==> config.mk <==
export PLATFORM = sky130hd
export DESIGN_NAME = hangul_jamo_composer_core
export DESIGN_NICKNAME = d
export VERILOG_FILES = /design/src/hdl/hjc_pkg.sv /design/src/hdl/hangul_jamo_composer_core.sv
export SDC_FILE = /design/constraint.sdc
export NUM_CORES = 1
export LEC_CHECK = 0
export BUFFER_PORTS_ARGS = -buffer_cell sky130_fd_sc_hd__buf_2
export CORE_MARGIN = 1
export CORE_UTILIZATION = 45
export DETAILED_ROUTE_END_ITERATION = 7
export PLACE_DENSITY = 0.72
export SYNTH_ARGS = -nofsm -noshare
export SYNTH_HDL_FRONTEND = slang
export SYNTH_SLANG_ARGS = --single-unit
==> constraint.sdc <==
create_clock -name clk -period 12.13 [get_ports clk]
set_input_delay 0.6065 -clock clk [delete_from_list [all_inputs] [get_ports clk]]
set_output_delay 0.6065 -clock clk [all_outputs]
set_load 0.03 [all_outputs]
==> src/hdl/hjc_pkg.sv <==
// ----------------------------------------------------------------------------
// hjc_pkg
// Types, key codes and jamo tables for the Hangul jamo composer.
// ----------------------------------------------------------------------------
package hjc_pkg;

	localparam logic [15:0] SYL_FIRST   = 16'hAC00;
	localparam logic [15:0] SYL_LAST    = 16'hD7A3;
	localparam logic [15:0] JAMO_FIRST  = 16'h3131;
	localparam logic [15:0] JAMO_LAST   = 16'h3163;
	localparam logic [15:0] VOWEL_FIRST = 16'h314F;
	localparam logic [15:0] CONS_LAST   = 16'h314E;
	localparam logic [15:0] KEY_CR      = 16'h000D;
	localparam logic [15:0] KEY_LF      = 16'h000A;
	localparam logic [15:0] KEY_BS      = 16'h0008;

	localparam int CODE_W = 16;
	localparam int IDX_W  = 5;
	localparam int TDATA_W = 40;

	typedef enum logic [1:0] {
		KIND_COMMIT = 2'd0,
		KIND_DELETE = 2'd1,
		KIND_STATUS = 2'd2
	} kind_t;

	// Index lookup result: ok is low where the table has no entry.
	typedef struct packed {
		logic             ok;
		logic [IDX_W-1:0] idx;
	} jidx_t;

	// Consonant jamo offset (from 0x3131) to initial index.
	function automatic jidx_t cho_of_cons(input logic [IDX_W-1:0] off);
		jidx_t r;
		r.ok = 1'b1;
		unique case (off)
			5'd0:  r.idx = 5'd0;
			5'd1:  r.idx = 5'd1;
			5'd3:  r.idx = 5'd2;
			5'd6:  r.idx = 5'd3;
			5'd7:  r.idx = 5'd4;
			5'd8:  r.idx = 5'd5;
			5'd16: r.idx = 5'd6;
			5'd17: r.idx = 5'd7;
			5'd18: r.idx = 5'd8;
			5'd20: r.idx = 5'd9;
			5'd21: r.idx = 5'd10;
			5'd22: r.idx = 5'd11;
			5'd23: r.idx = 5'd12;
			5'd24: r.idx = 5'd13;
			5'd25: r.idx = 5'd14;
			5'd26: r.idx = 5'd15;
			5'd27: r.idx = 5'd16;
			5'd28: r.idx = 5'd17;
			5'd29: r.idx = 5'd18;
			default: begin
				r.ok  = 1'b0;
				r.idx = 5'd0;
			end
		endcase
		return r;
	endfunction

	// Consonant jamo offset to final index.
	function automatic jidx_t jong_of_cons(input logic [IDX_W-1:0] off);
		jidx_t r;
		r.ok = 1'b1;
		unique case (off)
			5'd0:  r.idx = 5'd1;
			5'd1:  r.idx = 5'd2;
			5'd2:  r.idx = 5'd3;
			5'd3:  r.idx = 5'd4;
			5'd4:  r.idx = 5'd5;
			5'd5:  r.idx = 5'd6;
			5'd6:  r.idx = 5'd7;
			5'd8:  r.idx = 5'd8;
			5'd9:  r.idx = 5'd9;
			5'd10: r.idx = 5'd10;
			5'd11: r.idx = 5'd11;
			5'd12: r.idx = 5'd12;
			5'd13: r.idx = 5'd13;
			5'd14: r.idx = 5'd14;
			5'd15: r.idx = 5'd15;
			5'd16: r.idx = 5'd16;
			5'd17: r.idx = 5'd17;
			5'd19: r.idx = 5'd18;
			5'd20: r.idx = 5'd19;
			5'd21: r.idx = 5'd20;
			5'd22: r.idx = 5'd21;
			5'd23: r.idx = 5'd22;
			5'd25: r.idx = 5'd23;
			5'd26: r.idx = 5'd24;
			5'd27: r.idx = 5'd25;
			5'd28: r.idx = 5'd26;
			5'd29: r.idx = 5'd27;
			default: begin
				r.ok  = 1'b0;
				r.idx = 5'd0;
			end
		endcase
		return r;
	endfunction

	// Final index to consonant jamo offset.
	function automatic logic [IDX_W-1:0] cons_of_jong(input logic [IDX_W-1:0] jong);
		logic [IDX_W-1:0] r;
		unique case (jong)
			5'd1:  r = 5'd0;
			5'd2:  r = 5'd1;
			5'd3:  r = 5'd2;
			5'd4:  r = 5'd3;
			5'd5:  r = 5'd4;
			5'd6:  r = 5'd5;
			5'd7:  r = 5'd6;
			5'd8:  r = 5'd8;
			5'd9:  r = 5'd9;
			5'd10: r = 5'd10;
			5'd11: r = 5'd11;
			5'd12: r = 5'd12;
			5'd13: r = 5'd13;
			5'd14: r = 5'd14;
			5'd15: r = 5'd15;
			5'd16: r = 5'd16;
			5'd17: r = 5'd17;
			5'd18: r = 5'd19;
			5'd19: r = 5'd20;
			5'd20: r = 5'd21;
			5'd21: r = 5'd22;
			5'd22: r = 5'd23;
			5'd23: r = 5'd25;
			5'd24: r = 5'd26;
			5'd25: r = 5'd27;
			5'd26: r = 5'd28;
			5'd27: r = 5'd29;
			default: r = 5'd0;
		endcase
		return r;
	endfunction

	// Initial index to consonant jamo offset.
	function automatic logic [IDX_W-1:0] cons_of_cho(input logic [IDX_W-1:0] cho);
		logic [IDX_W-1:0] r;
		unique case (cho)
			5'd0:  r = 5'd0;
			5'd1:  r = 5'd1;
			5'd2:  r = 5'd3;
			5'd3:  r = 5'd6;
			5'd4:  r = 5'd7;
			5'd5:  r = 5'd8;
			5'd6:  r = 5'd16;
			5'd7:  r = 5'd17;
			5'd8:  r = 5'd18;
			5'd9:  r = 5'd20;
			5'd10: r = 5'd21;
			5'd11: r = 5'd22;
			5'd12: r = 5'd23;
			5'd13: r = 5'd24;
			5'd14: r = 5'd25;
			5'd15: r = 5'd26;
			5'd16: r = 5'd27;
			5'd17: r = 5'd28;
			5'd18: r = 5'd29;
			default: r = 5'd0;
		endcase
		return r;
	endfunction

	// First part of a compound final, zero for a simple final.
	function automatic logic [IDX_W-1:0] fin_base(input logic [IDX_W-1:0] jong);
		logic [IDX_W-1:0] r;
		unique case (jong)
			5'd3:  r = 5'd1;
			5'd5,
			5'd6:  r = 5'd4;
			5'd9, 5'd10, 5'd11, 5'd12,
			5'd13, 5'd14, 5'd15: r = 5'd8;
			5'd18: r = 5'd17;
			default: r = 5'd0;
		endcase
		return r;
	endfunction

	// Second part of a compound final.
	function automatic logic [IDX_W-1:0] fin_add(input logic [IDX_W-1:0] jong);
		logic [IDX_W-1:0] r;
		unique case (jong)
			5'd3:  r = 5'd19;
			5'd5:  r = 5'd22;
			5'd6:  r = 5'd27;
			5'd9:  r = 5'd1;
			5'd10: r = 5'd16;
			5'd11: r = 5'd17;
			5'd12: r = 5'd19;
			5'd13: r = 5'd25;
			5'd14: r = 5'd26;
			5'd15: r = 5'd27;
			5'd18: r = 5'd19;
			default: r = 5'd0;
		endcase
		return r;
	endfunction

	// Compound final made of a final and one more final, if one exists.
	function automatic jidx_t fin_join(input logic [IDX_W-1:0] jong,
			input logic [IDX_W-1:0] add);
		jidx_t r;
		r.ok = 1'b1;
		unique case ({jong, add})
			{5'd1, 5'd19}:  r.idx = 5'd3;
			{5'd4, 5'd22}:  r.idx = 5'd5;
			{5'd4, 5'd27}:  r.idx = 5'd6;
			{5'd8, 5'd1}:   r.idx = 5'd9;
			{5'd8, 5'd16}:  r.idx = 5'd10;
			{5'd8, 5'd17}:  r.idx = 5'd11;
			{5'd8, 5'd19}:  r.idx = 5'd12;
			{5'd8, 5'd25}:  r.idx = 5'd13;
			{5'd8, 5'd26}:  r.idx = 5'd14;
			{5'd8, 5'd27}:  r.idx = 5'd15;
			{5'd17, 5'd19}: r.idx = 5'd18;
			default: begin
				r.ok  = 1'b0;
				r.idx = 5'd0;
			end
		endcase
		return r;
	endfunction

	// First vowel of a compound vowel, zero for a simple vowel.
	function automatic logic [IDX_W-1:0] vow_base(input logic [IDX_W-1:0] jung);
		logic [IDX_W-1:0] r;
		unique case (jung)
			5'd9, 5'd10, 5'd11:  r = 5'd8;
			5'd14, 5'd15, 5'd16: r = 5'd13;
			5'd19:               r = 5'd18;
			default:             r = 5'd0;
		endcase
		return r;
	endfunction

	// Second vowel of a compound vowel.
	function automatic logic [IDX_W-1:0] vow_add(input logic [IDX_W-1:0] jung);
		logic [IDX_W-1:0] r;
		unique case (jung)
			5'd10: r = 5'd1;
			5'd11: r = 5'd20;
			5'd14: r = 5'd4;
			5'd15: r = 5'd5;
			5'd16: r = 5'd20;
			5'd19: r = 5'd20;
			default: r = 5'd0;
		endcase
		return r;
	endfunction

	// Compound vowel made of a medial and one more vowel, if one exists.
	function automatic jidx_t vow_join(input logic [IDX_W-1:0] jung,
			input logic [IDX_W-1:0] v);
		jidx_t r;
		r.ok = 1'b1;
		unique case ({jung, v})
			{5'd8, 5'd0}:   r.idx = 5'd9;
			{5'd8, 5'd1}:   r.idx = 5'd10;
			{5'd8, 5'd20}:  r.idx = 5'd11;
			{5'd13, 5'd4}:  r.idx = 5'd14;
			{5'd13, 5'd5}:  r.idx = 5'd15;
			{5'd13, 5'd20}: r.idx = 5'd16;
			{5'd18, 5'd20}: r.idx = 5'd19;
			default: begin
				r.ok  = 1'b0;
				r.idx = 5'd0;
			end
		endcase
		return r;
	endfunction

	// Precomposed syllable code from its three indexes.
	function automatic logic [CODE_W-1:0] syl_code(input logic [IDX_W-1:0] cho,
			input logic [IDX_W-1:0] jung, input logic [IDX_W-1:0] jong);
		return SYL_FIRST + 16'(cho) * 16'd588 + 16'(jung) * 16'd28 + 16'(jong);
	endfunction

endpackage

==> src/hdl/hangul_jamo_composer_core.sv <==
// ----------------------------------------------------------------------------
// hangul_jamo_composer_core
// Two-set Hangul syllable composer: merges key codes into the character
// under composition and streams out commits, deletes and a status per key.
// ----------------------------------------------------------------------------
//
//  channel   dir  handshake              payload
//  s_*       in   s_tvalid / s_tready    s_tdata[15:0] = char_code
//  m_*       out  m_tvalid / m_tready    m_tdata, m_tuser = kind, m_tlast = last
//  cfg_*     in   cfg_valid / cfg_ready  cfg_data = single_line
//
// A key is registered, decoded against the composition state and its
// results (one to four) are loaded into the result register. The result
// register hands out one transfer per cycle while m_tready is high; a key has
// one result for most keys and four for a newline during composition.
// The next key is taken while the last result of the previous one is
// transferred. arst_n clears the composition state and single_line; a stalled
// m_tready holds the current result and backs up into s_tready.
module hangul_jamo_composer_core (
	input  logic                 clk,
	input  logic                 arst_n,
	input  logic                 s_tvalid,
	output logic                 s_tready,
	input  logic [15:0]          s_tdata,   // [15:0] char_code
	output logic                 m_tvalid,
	input  logic                 m_tready,
	// [15:0] out_code, [16] composing_now, [32:17] composing_char, [39:33] zero
	output logic [39:0]          m_tdata,
	output logic [1:0]           m_tuser,   // [1:0] kind
	output logic                 m_tlast,
	input  logic                 cfg_valid,
	output logic                 cfg_ready,
	input  logic                 cfg_data
);
	import hjc_pkg::*;

	// Configuration.
	logic single_line_q;

	// Input register.
	logic              valid_s1;
	logic [CODE_W-1:0] char_s1;

	// Composition state, kept both as indexes and as the code.
	logic              act_q;
	logic              syl_q;
	logic [IDX_W-1:0]  cho_q;
	logic [IDX_W-1:0]  jung_q;
	logic [IDX_W-1:0]  jong_q;
	logic [IDX_W-1:0]  cons_q;
	logic [CODE_W-1:0] code_q;

	// Result register: up to three leading results, then the status.
	logic              valid_s2;
	kind_t             pre_kind_s2 [4];
	logic [CODE_W-1:0] pre_code_s2 [4];
	logic [1:0]        cnt_s2;
	logic              now_s2;
	logic [CODE_W-1:0] char_s2;
	logic [1:0]        idx_q;

	// Decode signals.
	logic              is_nl, is_bs, is_jamo, is_vow;
	logic [CODE_W-1:0] c_off16, v_off16;
	logic [IDX_W-1:0]  coff, voff;
	jidx_t             cj, fj, vj, uc, tc;
	logic [IDX_W-1:0]  jbase, tail_off;
	logic [CODE_W-1:0] rest_code;

	logic              n_act, n_syl;
	logic [IDX_W-1:0]  n_cho, n_jung, n_jong, n_cons;
	logic [CODE_W-1:0] n_code;
	kind_t             n_kind [4];
	logic [CODE_W-1:0] n_pcode [4];
	logic [1:0]        n_cnt;

	logic out_fire, out_end, s2_free, adv;
	kind_t             o_kind;
	logic [CODE_W-1:0] o_code;

	assign cfg_ready = 1'b1;

	assign out_fire = valid_s2 & m_tready;
	assign out_end  = (idx_q == cnt_s2);
	assign s2_free  = !valid_s2 || (out_fire && out_end);
	assign adv      = valid_s1 && s2_free;
	assign s_tready = !valid_s1 || s2_free;

	always_comb begin
		is_nl   = (char_s1 == KEY_CR) || (char_s1 == KEY_LF);
		is_bs   = (char_s1 == KEY_BS);
		is_jamo = (char_s1 >= JAMO_FIRST) && (char_s1 <= JAMO_LAST);
		is_vow  = (char_s1 >= VOWEL_FIRST);
		c_off16 = char_s1 - JAMO_FIRST;
		v_off16 = char_s1 - VOWEL_FIRST;
		coff    = c_off16[IDX_W-1:0];
		voff    = v_off16[IDX_W-1:0];

		cj = jong_of_cons(coff);
		fj = fin_join(jong_q, cj.idx);
		vj = vow_join(jung_q, voff);
		uc = cho_of_cons(cons_q);

		// Splitting the last final off a syllable: what stays and what moves on.
		jbase     = fin_base(jong_q);
		tail_off  = cons_of_jong((jbase != '0) ? fin_add(jong_q) : jong_q);
		tc        = cho_of_cons(tail_off);
		rest_code = code_q - 16'(jong_q) + 16'(jbase);
	end

	always_comb begin
		n_act  = act_q;
		n_syl  = syl_q;
		n_cho  = cho_q;
		n_jung = jung_q;
		n_jong = jong_q;
		n_cons = cons_q;
		n_cnt  = 2'd0;
		for (int i = 0; i < 4; i++) begin
			n_kind[i]  = KIND_COMMIT;
			n_pcode[i] = '0;
		end

		if (is_nl) begin
			if (!single_line_q) begin
				if (act_q) begin
					n_pcode[0] = code_q;
					n_pcode[1] = KEY_CR;
					n_pcode[2] = KEY_LF;
					n_cnt      = 2'd3;
				end else begin
					n_pcode[0] = KEY_CR;
					n_pcode[1] = KEY_LF;
					n_cnt      = 2'd2;
				end
				n_act = 1'b0;
			end
		end else if (is_bs) begin
			if (!act_q) begin
				n_kind[0] = KIND_DELETE;
				n_cnt     = 2'd1;
			end else if (!syl_q) begin
				n_act = 1'b0;
			end else if (jong_q != '0) begin
				n_jong = jbase;
			end else if (vow_base(jung_q) != '0) begin
				n_jung = vow_base(jung_q);
			end else begin
				// A bare initial plus vowel falls back to the consonant jamo.
				n_syl  = 1'b0;
				n_cons = cons_of_cho(cho_q);
			end
		end else if (is_jamo) begin
			if (!act_q) begin
				if (!is_vow) begin
					n_act  = 1'b1;
					n_syl  = 1'b0;
					n_cons = coff;
				end else begin
					n_pcode[0] = char_s1;
					n_cnt      = 2'd1;
				end
			end else if (syl_q) begin
				if (!is_vow) begin
					if (jong_q == '0 && cj.ok) begin
						n_jong = cj.idx;
					end else if (jong_q != '0 && cj.ok && fj.ok) begin
						n_jong = fj.idx;
					end else begin
						n_pcode[0] = code_q;
						n_cnt      = 2'd1;
						n_syl      = 1'b0;
						n_cons     = coff;
					end
				end else if (jong_q == '0 && vj.ok) begin
					n_jung = vj.idx;
				end else if (jong_q != '0) begin
					// The last final consonant starts a new syllable with the vowel.
					n_pcode[0] = rest_code;
					n_cnt      = 2'd1;
					n_cho      = tc.idx;
					n_jung     = voff;
					n_jong     = '0;
				end else begin
					n_pcode[0] = code_q;
					n_pcode[1] = char_s1;
					n_cnt      = 2'd2;
					n_act      = 1'b0;
				end
			end else begin
				if (!is_vow) begin
					n_pcode[0] = code_q;
					n_cnt      = 2'd1;
					n_cons     = coff;
				end else if (uc.ok) begin
					n_syl  = 1'b1;
					n_cho  = uc.idx;
					n_jung = voff;
					n_jong = '0;
				end else begin
					n_pcode[0] = code_q;
					n_pcode[1] = char_s1;
					n_cnt      = 2'd2;
					n_act      = 1'b0;
				end
			end
		end else begin
			if (act_q) begin
				n_pcode[0] = code_q;
				n_pcode[1] = char_s1;
				n_cnt      = 2'd2;
			end else begin
				n_pcode[0] = char_s1;
				n_cnt      = 2'd1;
			end
			n_act = 1'b0;
		end

		if (!n_act) begin
			n_code = '0;
		end else if (n_syl) begin
			n_code = syl_code(n_cho, n_jung, n_jong);
		end else begin
			n_code = JAMO_FIRST + 16'(n_cons);
		end
	end

	always_ff @(posedge clk or negedge arst_n) begin
		if (!arst_n) begin
			single_line_q <= 1'b0;
		end else if (cfg_valid && cfg_ready) begin
			single_line_q <= cfg_data;
		end
	end

	always_ff @(posedge clk or negedge arst_n) begin
		if (!arst_n) begin
			valid_s1 <= 1'b0;
		end else if (s_tready) begin
			valid_s1 <= s_tvalid;
		end
	end

	always_ff @(posedge clk) begin
		if (s_tvalid && s_tready) begin
			char_s1 <= s_tdata;
		end
	end

	always_ff @(posedge clk or negedge arst_n) begin
		if (!arst_n) begin
			act_q  <= 1'b0;
			syl_q  <= 1'b0;
			cho_q  <= '0;
			jung_q <= '0;
			jong_q <= '0;
			cons_q <= '0;
			code_q <= '0;
		end else if (adv) begin
			act_q  <= n_act;
			syl_q  <= n_syl;
			cho_q  <= n_cho;
			jung_q <= n_jung;
			jong_q <= n_jong;
			cons_q <= n_cons;
			code_q <= n_code;
		end
	end

	always_ff @(posedge clk or negedge arst_n) begin
		if (!arst_n) begin
			valid_s2 <= 1'b0;
			idx_q    <= 2'd0;
		end else if (s2_free) begin
			valid_s2 <= adv;
			idx_q    <= 2'd0;
		end else if (out_fire) begin
			idx_q <= idx_q + 2'd1;
		end
	end

	always_ff @(posedge clk) begin
		if (adv) begin
			pre_kind_s2 <= n_kind;
			pre_code_s2 <= n_pcode;
			cnt_s2      <= n_cnt;
			now_s2      <= n_act;
			char_s2     <= n_code;
		end
	end

	always_comb begin
		if (idx_q < cnt_s2) begin
			o_kind = pre_kind_s2[idx_q];
			o_code = pre_code_s2[idx_q];
		end else begin
			o_kind = KIND_STATUS;
			o_code = '0;
		end
	end

	assign m_tvalid = valid_s2;
	assign m_tuser  = o_kind;
	assign m_tlast  = out_end;
	assign m_tdata  = {(TDATA_W - 2 * CODE_W - 1)'(0), char_s2, now_s2, o_code};

endmodule
Word-level counts from Yosys, hierarchy flattened
Memories as Yosys holds them, arrays and structs flattened.
Cells that the tools add are included.
{"block": "classes", "n_addsub": 9, "multipliers": 2, "div": 0, "n_lt_le_gt_ge": 5, "eq_ne": 91, "shift": 0, "mux": 147, "bitwise_logic": 4, "reduce_logical": 28}
{"op": "2-to-1 mux 5 bit", "n": 58}
{"op": "2-to-1 mux 16 bit", "n": 18}
{"op": "2-to-1 mux 32 bit", "n": 7}
{"op": "== test 5 bit, second input constant", "n": 40}
{"op": "case mux 5 bit (18 select lines)", "n": 2}
{"op": "case mux 5 bit (27 select lines)", "n": 1}
{"op": "== test 10 x 9 -> 1 bit, second input constant", "n": 13}
{"op": "== test 5 x 4 -> 1 bit, second input constant", "n": 15}
{"op": "case mux 5 bit (11 select lines)", "n": 1}
{"op": "== test 16 x 4 -> 1 bit, second input constant", "n": 3}
{"op": "2-to-1 mux 48 bit", "n": 1}
{"op": "2-to-1 mux 1 bit", "n": 37}
{"op": "== test 5 x 3 -> 1 bit, second input constant", "n": 7}
{"op": "case mux 5 bit (7 select lines)", "n": 1}
{"op": "2-to-1 mux 2 bit", "n": 17}
{"op": "adder 16 x 5 -> 16 bit", "n": 2}
{"op": "binary-select mux 16 bit (select 2 bit)", "n": 1}
{"op": ">= comparator 16 x 14 -> 1 bit, second input constant", "n": 2}
{"op": "OR reduction 27 bit", "n": 1}
{"op": "== test 10 bit, second input constant", "n": 2}
{"op": "== test 10 x 8 -> 1 bit, second input constant", "n": 2}
{"op": "== test 5 x 2 -> 1 bit, second input constant", "n": 4}
{"op": "OR reduction 19 bit", "n": 1}
{"op": "adder 16 x 10 -> 16 bit", "n": 1}
{"op": "other kinds (30)", "n": 49}
{"block": "word_totals", "register_bits": 128, "latchBits": 0, "ram_bits": 0, "romBits": 608, "inputBits": 22, "out_inout_bits": 46, "wordCells": 309, "mem_count": 4}
{"name": "(name not given)", "depth": 32, "word_bits": 5, "read_ports": 1, "rd_clocked_by_memory_dff": 0, "wr": 0, "line_no": "hjc_pkg.sv:144", "source": "unique case (cho)"}
{"name": "(name not given)", "depth": 32, "word_bits": 5, "read_ports": 1, "rd_clocked_by_memory_dff": 0, "wr": 0, "line_no": "hjc_pkg.sv:187", "source": "unique case (jong)"}
{"name": "(name not given)", "depth": 32, "word_bits": 5, "read_ports": 1, "rd_clocked_by_memory_dff": 0, "wr": 0, "line_no": "hjc_pkg.sv:108", "source": "unique case (jong)"}
{"name": "(name not given)", "depth": 32, "word_bits": 4, "read_ports": 1, "rd_clocked_by_memory_dff": 0, "wr": 0, "line_no": "hjc_pkg.sv:172", "source": "unique case (jong)"}

Logic depth before layout (Yosys ltp)
Gate-level depths: netlist of run 1.
{"block": "depth", "ltp_word": 20, "depth_mapped": 38, "depth_no_buf": 37}

Worst setup path before layout of run 1
OpenSTA, ideal clock, no wires.
{"block": "synth_path", "path_type": "flip-flop to flip-flop", "startpoint": "register jong_q[1]", "endpoint": "register char_s2[13] (data pin)", "setup_ps": 276, "arrival_time_ps": 7447, "t_required_ps": 11854, "slack_ps": 4407, "stages_incl_launch_ff": 35, "n_path_buf": 1, "period_less_slack_ps": 7723, "path_cell_list": "dfrtp_1 -> inv_1 -> ha_1 -> a211o_1 -> and3_1 -> a22oi_1 -> ha_1 -> clkbuf_1 -> o21ai_0 -> o211ai_1 -> o21ai_0 -> mux2i_1 -> o21bai_1 -> a2111oi_0 -> o21ai_0 -> o221ai_1 -> inv_1 -> ha_1 -> ha_1 -> ha_1 -> ha_1 -> a31oi_1 -> o21bai_1 -> a21oi_1 -> xnor2_1 -> ha_1 -> ha_1 -> nor2b_1 -> o21ai_0 -> a21oi_1 -> or2_2 -> a21o_1 -> or2_1 -> mux2i_1 -> nor2_1"}
{"block": "synth_via", "elab_chain_len": 20, "elab_cells_between_ends": 116, "cone_classes": "4 x add/sub; 2 x mul; 29 x eq/ne; 70 x mux; 8 x reduce/logical; 3 x memory"}
{"item": "from (decl)", "line_no": "hangul_jamo_composer_core.sv:49", "source": "logic [IDX_W-1:0] jong_q;"}
{"item": "from (signal assigned)", "line_no": "hangul_jamo_composer_core.sv:264", "source": "jong_q <= n_jong;"}
{"item": "memory (32 x 4 bit)"}
{"item": "nonzero test 5 bit", "line_no": "hangul_jamo_composer_core.sv:106", "source": "tail_off = cons_of_jong((jbase != '0) ? fin_add(jong_q) : jong_q);"}
{"item": "2-to-1 mux 5 bit", "line_no": "hangul_jamo_composer_core.sv:106"}
{"item": "memory (32 x 5 bit)"}
{"item": "== test 5 bit, or another cell as far along", "line_no": "hjc_pkg.sv:37", "source": "unique case (off)"}
{"item": "case mux 5 bit (18 select lines)", "line_no": "hjc_pkg.sv:37"}
{"item": "2-to-1 mux 5 bit", "line_no": "hangul_jamo_composer_core.sv:177", "source": "end else if (jong_q != '0) begin"}
{"item": "2-to-1 mux 5 bit *", "line_no": "hangul_jamo_composer_core.sv:175", "source": "end else if (jong_q == '0 && vj.ok) begin"}
{"item": "(+6 left out)"}
{"item": "via n_cho[3]", "line_no": "hangul_jamo_composer_core.sv:71", "source": "logic [IDX_W-1:0] n_cho, n_jung, n_jong, n_cons;"}
{"item": "multiplier 5 x 8 -> 13 bit *", "line_no": "hjc_pkg.sv:280", "source": "return SYL_FIRST + 16'(cho) * 16'd588 + 16'(jung) * 16'd28 + 16'(jong);"}
{"item": "adder 16 x 15 -> 16 bit *", "line_no": "hjc_pkg.sv:280"}
{"item": "adder 16 x 10 -> 16 bit *", "line_no": "hjc_pkg.sv:280"}
{"item": "adder 16 x 5 -> 16 bit *", "line_no": "hjc_pkg.sv:280"}
{"item": "2-to-1 mux 16 bit *", "line_no": "hangul_jamo_composer_core.sv:221", "source": "end else if (n_syl) begin"}
{"item": "2-to-1 mux 16 bit *", "line_no": "hangul_jamo_composer_core.sv:219", "source": "if (!n_act) begin"}
{"item": "via n_code[13]", "line_no": "hangul_jamo_composer_core.sv:72", "source": "logic [CODE_W-1:0] n_code;"}
{"item": "to (signal assigned)", "line_no": "hangul_jamo_composer_core.sv:288", "source": "char_s2 <= n_code;"}
{"item": "to (decl)", "line_no": "hangul_jamo_composer_core.sv:59", "source": "logic [CODE_W-1:0] char_s2;"}
Mark *: on every way through the listed nets, which the timed path passes. The rest lies on a longest branch.
A chain may end at the register's enable or synchronous reset.

Final worst setup path of run 1
{"block": "layout_path", "startpoint": "register jong_q[0]", "endpoint": "register char_s2[13] (data pin)"}
Same word-level chain as after synthesis.

==> results.toml, run 1 <==
[place]
placement.io_buffers = 59
gp_routability_congestion = 0.960
preCtsSetupSlack_ns = 3.28
detailedPlacementHpwl_um = 24800

[worst_setup_path]
crit_path_max_fanout = 15
required_time_at_the_endpoint_of_the_critical_path_ns = 12.26
worst_r2r_startpoint = "jong_q[0]"
reg_to_reg_critical_path_endpoint = "char_s2[13]"
critical_path.startpoint_type = "flop"
crit_type = "reg2reg"
path_common_cell = "ha_1"
critPathArrivalTime_ns = 9.10
critical-path-max-stage-delay_ns = 0.66
reg2regPathDepth = 36
timing.critical_path.slowest_stage_cell = "dfrtp_1"
worst_setup_path_end_kind = "flop"
r2r_setup_slack_ns = 3.16

[detailed_routing]
antenna_left = 0
detailedRoute.firstIterationViolations = 1435
drc = 0
wl_per_cell_um = 19.8
detail_route.vias_per_cell = 6.32
wl_um = 33300
vias = 10600
first_pass_iters = 7

[die]
design.die.area_um2 = 25200
die_w_um = 159
rows = 56
initial_core_util_pct = 46.5
placeableCoreArea_um2 = 23800
ios = 68
fp.dieH_um = 159

[logic_synthesis]
post_synth_inst_count = 1349
sequential_fraction_of_the_synthesis_area_pct = 28.5
synth.cell_area_um2 = 11100
synth_cell_types = 94
most_common_flop_cell_mapped_by_yosys = "edfxtp_1"
synth.ff_latch_count = 112
syn-mean-instance-area_um2 = 8.19
ys.warnings.count = 0
number_of_enable_flip_flop_cells_after_synthesis = 69
async_flop_share_pct = 38.4

[global_routing]
grtUsageTotal_pct = 26.1
grt_first_pass_wirelength_um = 53000
first_global_vias = 9914
pin_count_of_the_biggest_net_entering_global_routing = 60
grt-ovfl-total = 0
number_of_antenna_violations_at_the_first_check_in_global_routing = 0

[timing]
timing.final.crit_share_pct = 74.0
worst_slack_ns = 3.16
hold_viol = 0
maxClockFrequency_mhz = 111
fin_tns_setup_ns = 0
fin_skew_ns = 0.0169
tightestPinTransition_ns = 0.974
grt_setup_unrepaired = "false"
timing.final.max_slew_violations = 0
relSlewSlack_pct = 34.6
finalWorstPathRequiredPeriod_ns = 8.97
setup-violations-final = 0

[clock_network]
numCtsBuffers = 9
cts.hold.buffers_added = 0
clock_path_buffers = 2
cts.reportedPaths.clkPinSlew_ns = 0.09
postCtsSetupBuffers = 0
postCtsResizedCells = 0
clk-insertion-delay-late_ns = 0.37
clock_tree_from_tritoncts = "done"
h-tree-depth = 3
cts_num_sinks = 112
clock_tree.root_cell = "clkbuf_16"

[pwr]
power.leakage_uw = 0.00493
total_power_uw = 1810
power-per-cell-area_nw_per_um2 = 153
worst_ir_drop_vdd_uv = 111

[flow_run]
max-cap-violations = 0

[layout]
layout-drive-gt1-share_pct = 9.93
fillCellCount = 2218
post-route-util_pct = 49.8
insertedDiodeCount = 0
design.final.nets = 1478
areaGrowthSynthToFinish_pct = 7.04

[status]
run_status = "finished clean"

[worst_hold_path]
hold_path_class = "in2async"
==> registers in the layout, summed over array words and instances (netlist names) <==
signal	flops
pre_code_s2	33
pre_kind_s2	1
syl_q	1
char_s1	16
idx_q	2
cons_q	5
m_tvalid	1
act_q	1
cnt_s2	2
jung_q	5
code_q	16
cho_q	5
now_s2	1
valid_s1	1
char_s2	16
single_line_q	1
jong_q	5
==> layout by cell type (no fill, tap or decap), types with 24 or more instances in the layout <==
cell type / n
a21oi_1: 97
and2_1: 24
buf_2: 59
dfrtp_1: 43
edfxtp_1: 69
ha_1: 88
inv_1: 86
mux2i_1: 30
nand2_1: 146
nand3_1: 31
nor2_1: 123
nor3_1: 33
o21ai_0: 103
xnor2_1: 31
==> worst max path at each step <==
stage | from | end | slack, ns | cells after the start
2_1_floorplan | jong_q[1] | char_s2[13] | 4.41 | 34
3_3_place_gp | jong_q[0] | char_s2[13] | 3.60 | 36
3_5_place_dp | jong_q[0] | char_s2[13] | 3.28 | 36
4_1_cts | jong_q[0] | char_s2[13] | 3.24 | 36
5_1_grt | jong_q[0] | char_s2[13] | 2.34 | 36
6_report | jong_q[0] | char_s2[13] | 3.16 | 36
==> power by group <==
group          total, µW  switching (µW)  internal (µW)
combinational        910             612            298
clock                323             162            160
sequential           575            74.4            501
==> metal layers <==
| layer | GRT usage [%] | routed length (µm) |
|---|---|---|
| met2 | 41.6 | 14900 |
| met3 | 4.34 | 2900 |
| met4 | 11.1 | 1360 |
| met5 | 0 | 0 |
| met1 | 34.6 | 14100 |
==> synth_stat cells (all sizes together), types with 23 or more instances <==
cell    count  area [µm²]
buf        23         140
inv        87         327
nor2      125         474
dfrtp      43        1080
edfxtp     69        2070
o21ai     107         536
a21oi      99         503
nand3      31         155
nor3       34         181
mux2i      30         300
ha         88        1100
clkbuf     60         225
and2       25         159
nand2     146         548
xnor2      32         288
==> final cells by class <==
class	count	area [µm²]	share of cell area, %
Timing Repair Buffer	72	393	3.32
Sequential cell	112	3150	26.6
Multi-Input combinational cell	1073	7240	61.2
Clock inverter	6	72.6	0.613
Tap cell	319	399	3.37
Clock buffer	10	250	2.11
Inverter	87	327	2.76
==> critical path: cells and delay by family, from the launching register on <==
kind / cells / cell delay, ns
simple gates: 8 / 1.34
fa+ha+maj: 8 / 2.31
buf+inv: 3 / 0.51
xor+xnor: 1 / 0.17
compound gates: 13 / 3.27
mux: 3 / 0.47
flops: 1 / 0.66
==> cell families (layout without fill, tap and decap cells) <==
group                      after synthesis  in the layout  share of synthesized area [%]
AOI/OAI and AO/OA                      404            404                           24.2
xor gates and xnor gates                47             47                           3.92
adders and majority gates              102            102                           12.4
buffers and inverters                  170            175                           6.26
DFF                                    112            112                           28.5
muxes                                   44             44                           4.21
other                                    2              8                         0.0679
and+or+nand+nor                        468            468                           20.4
==> metrics by stage <==
stage          hold WS, ns  cell area (µm²)  cells
2_1_floorplan        0.311            11100   1355
3_3_place_gp         0.470            11500   1663
4_1_cts              0.372            11800   1679
5_1_grt              0.378            11800   1679
6_report             0.331            11800   1679
3_5_place_dp         0.484            11500   1663
(Power assumes the default switching activity.)
==> inputs of run 2 (changes only) <==
Settings changed: PLACE_DENSITY 0.72 to 0.74.
Clock period 12.13 ns to 7.5 ns, I/O delays scaled along.
==> results.toml, run 2 (synthesis results as in run 1) <==
[status]
run_status = "finished clean"

[die]
fp.dieH_um = 159
placeableCoreArea_um2 = 23800
initial_core_util_pct = 46.5
rows = 56
ios = 68
design.die.area_um2 = 25200
die_w_um = 159

[timing]
timing.final.crit_share_pct = 98.3
fin_tns_setup_ns = 0
fin_skew_ns = 0.0155
setup-violations-final = 0
worst_slack_ns = 0.129
finalWorstPathRequiredPeriod_ns = 7.37
maxClockFrequency_mhz = 136
timing.final.max_slew_violations = 0
hold_viol = 0
relSlewSlack_pct = 26.4
tightestPinTransition_ns = 1.10

[global_routing]
grtUsageTotal_pct = 27.3
grt-ovfl-total = 0
grt_first_pass_wirelength_um = 55400
first_global_vias = 10200
number_of_antenna_violations_at_the_first_check_in_global_routing = 0
pin_count_of_the_biggest_net_entering_global_routing = 54

[clock_network]
clock_tree_from_tritoncts = "done"
cts_num_sinks = 112
h-tree-depth = 3
cts.reportedPaths.clkPinSlew_ns = 0.09
cts.hold.buffers_added = 0
clock_tree.root_cell = "clkbuf_16"
numCtsBuffers = 9
clk-insertion-delay-late_ns = 0.37
clock_path_buffers = 2

[pwr]
worst_ir_drop_vdd_uv = 207
power.leakage_uw = 0.00527
power-per-cell-area_nw_per_um2 = 235

[worst_setup_path]
required_time_at_the_endpoint_of_the_critical_path_ns = 7.63
crit_type = "reg2reg"
critPathArrivalTime_ns = 7.50
path_common_cell = "ha_1"
crit_path_max_fanout = 9
timing.critical_path.slowest_stage_cell = "a2111oi_1"
worst_setup_path_end_kind = "flop"
critical-path-max-stage-delay_ns = 0.43
critical_path.startpoint_type = "flop"

[layout]
design.final.nets = 1547
insertedDiodeCount = 0
areaGrowthSynthToFinish_pct = 13.7
register_ranked_first_by_flip_flop_count = "pre_code_s2"
largest_register_ffs = 33
layout-drive-gt1-share_pct = 16.9
mostFrequentLayoutCell = "nand2_1"
leading_cell_types_in_the_layout_fill_and_taps_excluded = "nand2_1, nor2_1, o21ai_0"

[flow_run]
max-cap-violations = 0

[detailed_routing]
first_pass_iters = 6
wl_per_cell_um = 20.0
drc = 0
wl_um = 35000
detail_route.vias_per_cell = 6.19
detailedRoute.firstIterationViolations = 1106
vias = 10800
antenna_left = 0

[worst_hold_path]
hold_path_class = "in2reg"

[place]
preCtsSetupSlack_ns = -0.0905
detailedPlacementHpwl_um = 26400
gp_routability_congestion = 0.993
placement.io_buffers = 59
## run 2: cell count changes in the layout (fill, tap and decap cells not counted), moves of 3 or more
| cell | delta |
|---|---|
| o21ai_0 | -6 |
| a21oi_2 | +7 |
| buf_4 | +69 |
| ha_1 | -11 |
| o21ai_1 | +4 |
| a21oi_1 | -8 |
| ha_4 | +8 |
| ha_2 | +3 |
## run 2: final cells by class
cell class,count,area (µm²)
Inverter,87,327
Clock buffer,9,225
Multi-Input combinational cell,1073,7490
Fill cell,2181,11200
Tap cell,319,399
Timing Repair Buffer,141,911
Sequential cell,112,3150
Clock inverter,7,75.1
## run 2: where the power goes
group / internal (µW) / switching (µW) / total, µW / leakage (µW)
combinational: 524 / 1020 / 1540 / 0.00390
clock: 236 / 262 / 498 / 0.000147
sequential: 809 / 107 / 916 / 0.00122
total: 1570 / 1380 / 2950 / 0.00527
## run 2: worst paths after layout
check / start / end / slack (ns) / cells past startpoint
setup / recovery: jong_q[1] / char_s2[13] / 0.13 / 37
hold / removal: s_tdata[9] / char_s1[9] / 0.18 / 1
setup reg to reg: jong_q[1] / char_s2[13] / 0.13 / 37
hold reg to reg: valid_s1 / m_tvalid / 0.50 / 1
max in group asynchronous: arst_n / syl_q / 6.62 / 1
min in group asynchronous: arst_n / m_tvalid / 0.19 / 1
## run 2: worst max-delay path: cells and delay by family, from the launching register on
family | cells | cell delay, ns
buffers and inverters | 5 | 0.55
and+or+nand+nor | 6 | 0.92
DFF | 1 | 0.38
adders and majority gates | 8 | 2.18
AOI/OAI and AO/OA | 14 | 2.32
xor gates and xnor gates | 1 | 0.14
muxes | 3 | 0.61
## run 2: layer usage
layer / up-vias / part of all wire [%] / global-route usage (%) / wire length [µm]
li1: 5047 / - / - / -
met1: 5139 / 43 / 36.2 / 14900
met2: 544 / 46 / 44.4 / 16200
met3: 95 / 8.0 / 4.34 / 2810
met4: 0 / 3.1 / 10.3 / 1100
met5: - / 0 / 0 / 0
## run 2: timing repair
| action | in CTS | in global routing |
|---|---|---|
| cloned | 0 | 0 |
| resized for setup | 6 | 42 |
| pin swaps | 0 | 17 |
| endpoints found under the setup margin | 3 | 8 |
| setup buffers | 0 | 5 |
## run 2: stage by stage
step / hold slack, ns / cell area (µm²) / total power [µW] / instances / util, %
global route: 0.179 / 12600 / 3110 / 1748 / 52.9
global placement: 0.467 / 12000 / 2410 / 1727 / 50.5
finish: 0.176 / 12600 / 2950 / 1748 / 52.9
floorplan: 0.0794 / 11100 / 2000 / 1355 / -
CTS: 0.174 / 12300 / 2920 / 1743 / 51.8
detailed placement: 0.487 / 12000 / 2420 / 1727 / 50.5
==> inputs of run 3 (changes only) <==
Settings changed: CTS_BUF_LIST from default to sky130_fd_sc_hd__clkbuf_4 sky130_fd_sc_hd__clkbuf_8.
Clock period 7.5 ns to 6.75 ns, I/O delays scaled along.
==> results.toml, run 3 (synthesis results as in run 1) <==
[clock_network]
clock_tree_from_tritoncts = "done"
cts.hold.buffers_added = 0
clock_tree.root_cell = "clkbuf_8"
cts.reportedPaths.clkPinSlew_ns = 0.13
numCtsBuffers = 9
clk-insertion-delay-late_ns = 0.41
clock_path_buffers = 2
cts_num_sinks = 112
h-tree-depth = 3

[worst_setup_path]
required_time_at_the_endpoint_of_the_critical_path_ns = 6.93
crit_type = "reg2reg"
critPathArrivalTime_ns = 7.00
reg_to_reg_critical_path_endpoint = "char_s2[13]"
worst_r2r_startpoint = "jong_q[0]"
reg2regPathDepth = 37
cp-startpoint = "jong_q[0]"
critical_path.endpoint = "char_s2[13]"
critical_path_depth = 37
cp.buffers_inverters = 5
r2r_setup_slack_ns = -0.07
critical-path-max-stage-delay_ns = 0.44
crit_family = "compound AO/OA/AOI/OAI gates"
critical_path.startpoint_type = "flop"
path_common_cell = "ha_4"
crit_path_max_fanout = 4
timing.critical_path.slowest_stage_cell = "dfrtp_1"
worst_setup_path_end_kind = "flop"

[layout]
insertedDiodeCount = 0
areaGrowthSynthToFinish_pct = 21.5
design.final.nets = 1646
layout-drive-gt1-share_pct = 23.9
leading_cell_types_in_the_layout_fill_and_taps_excluded = "buf_4, nand2_1, nor2_1"
largest_register_ffs = 33
mostFrequentLayoutCell = "buf_4"
register_ranked_first_by_flip_flop_count = "pre_code_s2"
post-route-util_pct = 56.5
stdcell_count = 1847

[global_routing]
grt-ovfl-total = 0
grt_first_pass_wirelength_um = 58300
first_global_vias = 10800
number_of_antenna_violations_at_the_first_check_in_global_routing = 0
pin_count_of_the_biggest_net_entering_global_routing = 45
grtUsageTotal_pct = 29.0

[timing]
grt_setup_unrepaired = "true"
relSlewSlack_pct = 33.7
timing.final.crit_share_pct = 101
tightestPinTransition_ns = 0.995
maxClockFrequency_mhz = 147
finalWorstPathRequiredPeriod_ns = 6.82
timing.final.max_slew_violations = 0
fin_skew_ns = 0.0202
setup-violations-final = 4
hold_viol = 0
worst_slack_ns = -0.0698

[pwr]
power.leakage_uw = 0.00570
power-per-cell-area_nw_per_um2 = 242
worst_ir_drop_vdd_uv = 260

[flow_run]
max-cap-violations = 0

[detailed_routing]
vias = 11200
wl_per_cell_um = 19.8
drc = 0
wl_um = 36600
antenna_left = 0
first_pass_iters = 6
detailedRoute.firstIterationViolations = 1210
detail_route.vias_per_cell = 6.05

[die]
fp.dieH_um = 159
placeableCoreArea_um2 = 23800
ios = 68
die_w_um = 159
initial_core_util_pct = 46.5
design.die.area_um2 = 25200
rows = 56

[worst_hold_path]
hold_path_class = "in2async"

[place]
placed_instances = 1810
placement.io_buffers = 59
gp_routability_congestion = 0.954
preCtsSetupSlack_ns = -0.303
detailedPlacementHpwl_um = 27900

[status]
run_status = "finished, violations left"
violated_checks = "setup timing"
[run 3: cell count changes in the layout (fill, tap and decap cells not counted), moves of 3 or more]
cell       previous run  this run
o21ai_1               8        11
buf_6                 0         3
buf_4                82       178
o21ai_0              97        93
clkbuf_16             9         0
ha_1                 77        69
ha_4                  8        16
inv_1                85        81
inv_2                 2         6
clkbuf_8              0         9
[run 3: power by group]
group	internal [µW]	total [µW]	switching (µW)
Clock	150	429	280
Sequential	899	1020	120
Combinational	650	1810	1160
Total	1700	3260	1560
[run 3: how the worst min path moves through the flow]
stage               cells after the start  endpoint  slack [ns]
CTS                                     2  m_tvalid       0.002
floorplan                               0     act_q        0.04
detailed placement                      2  m_tvalid        0.46
finish                                  2  m_tvalid       0.005
global route                            2  m_tvalid        0.03
global placement                        2  valid_s1        0.47
[run 3: layer usage]
metal	share of wire [%]	wire (µm)	vias up	track usage, %
li1	-	-	5236	-
met4	4.0	1470	0	11.7
met2	46	16800	557	47.5
met3	8.7	3180	112	4.60
met5	0	0	-	0
met1	41	15200	5262	38.0
[run 3: area by class of cell]
type                            count  area [µm²]
Sequential cell                   112        3150
Multi-Input combinational cell   1073        7680
Timing Repair Buffer              240        1670
Fill cell                        2114       10300
Tap cell                          319         399
Clock inverter                      7        83.8
Inverter                           87         327
Clock buffer                        9         124
[run 3: metrics by stage]
stage | area, µm² | power [µW] | hold slack [ns] | setup TNS, ns
2_1_floorplan | 11300 | 2230 | 0.0419 | 0
3_3_place_gp | 12800 | 2740 | 0.466 | -0.307
3_5_place_dp | 12800 | 2770 | 0.458 | -1.46
4_1_cts | 13300 | 3220 | 0.00186 | -0.0265
6_report | 13400 | 3260 | 0.00468 | -0.193
5_1_grt | 13400 | 3450 | 0.0287 | -2.89
[run 3: timing repair]
item	in CTS	in global routing
endpoints found under the setup margin	8	11
setup buffers	14	7
gates resized for setup	41	18
pin swaps	42	30
[run 3: worst register-to-register path: cells and delay by family, from the launching register on]
family	cells	cell delay (ns)
compound gates	14	2.14
fa+ha+maj	8	1.92
simple gates	6	0.85
mux	3	0.60
buf+inv	5	0.51
flops	1	0.44
xor+xnor	1	0.14
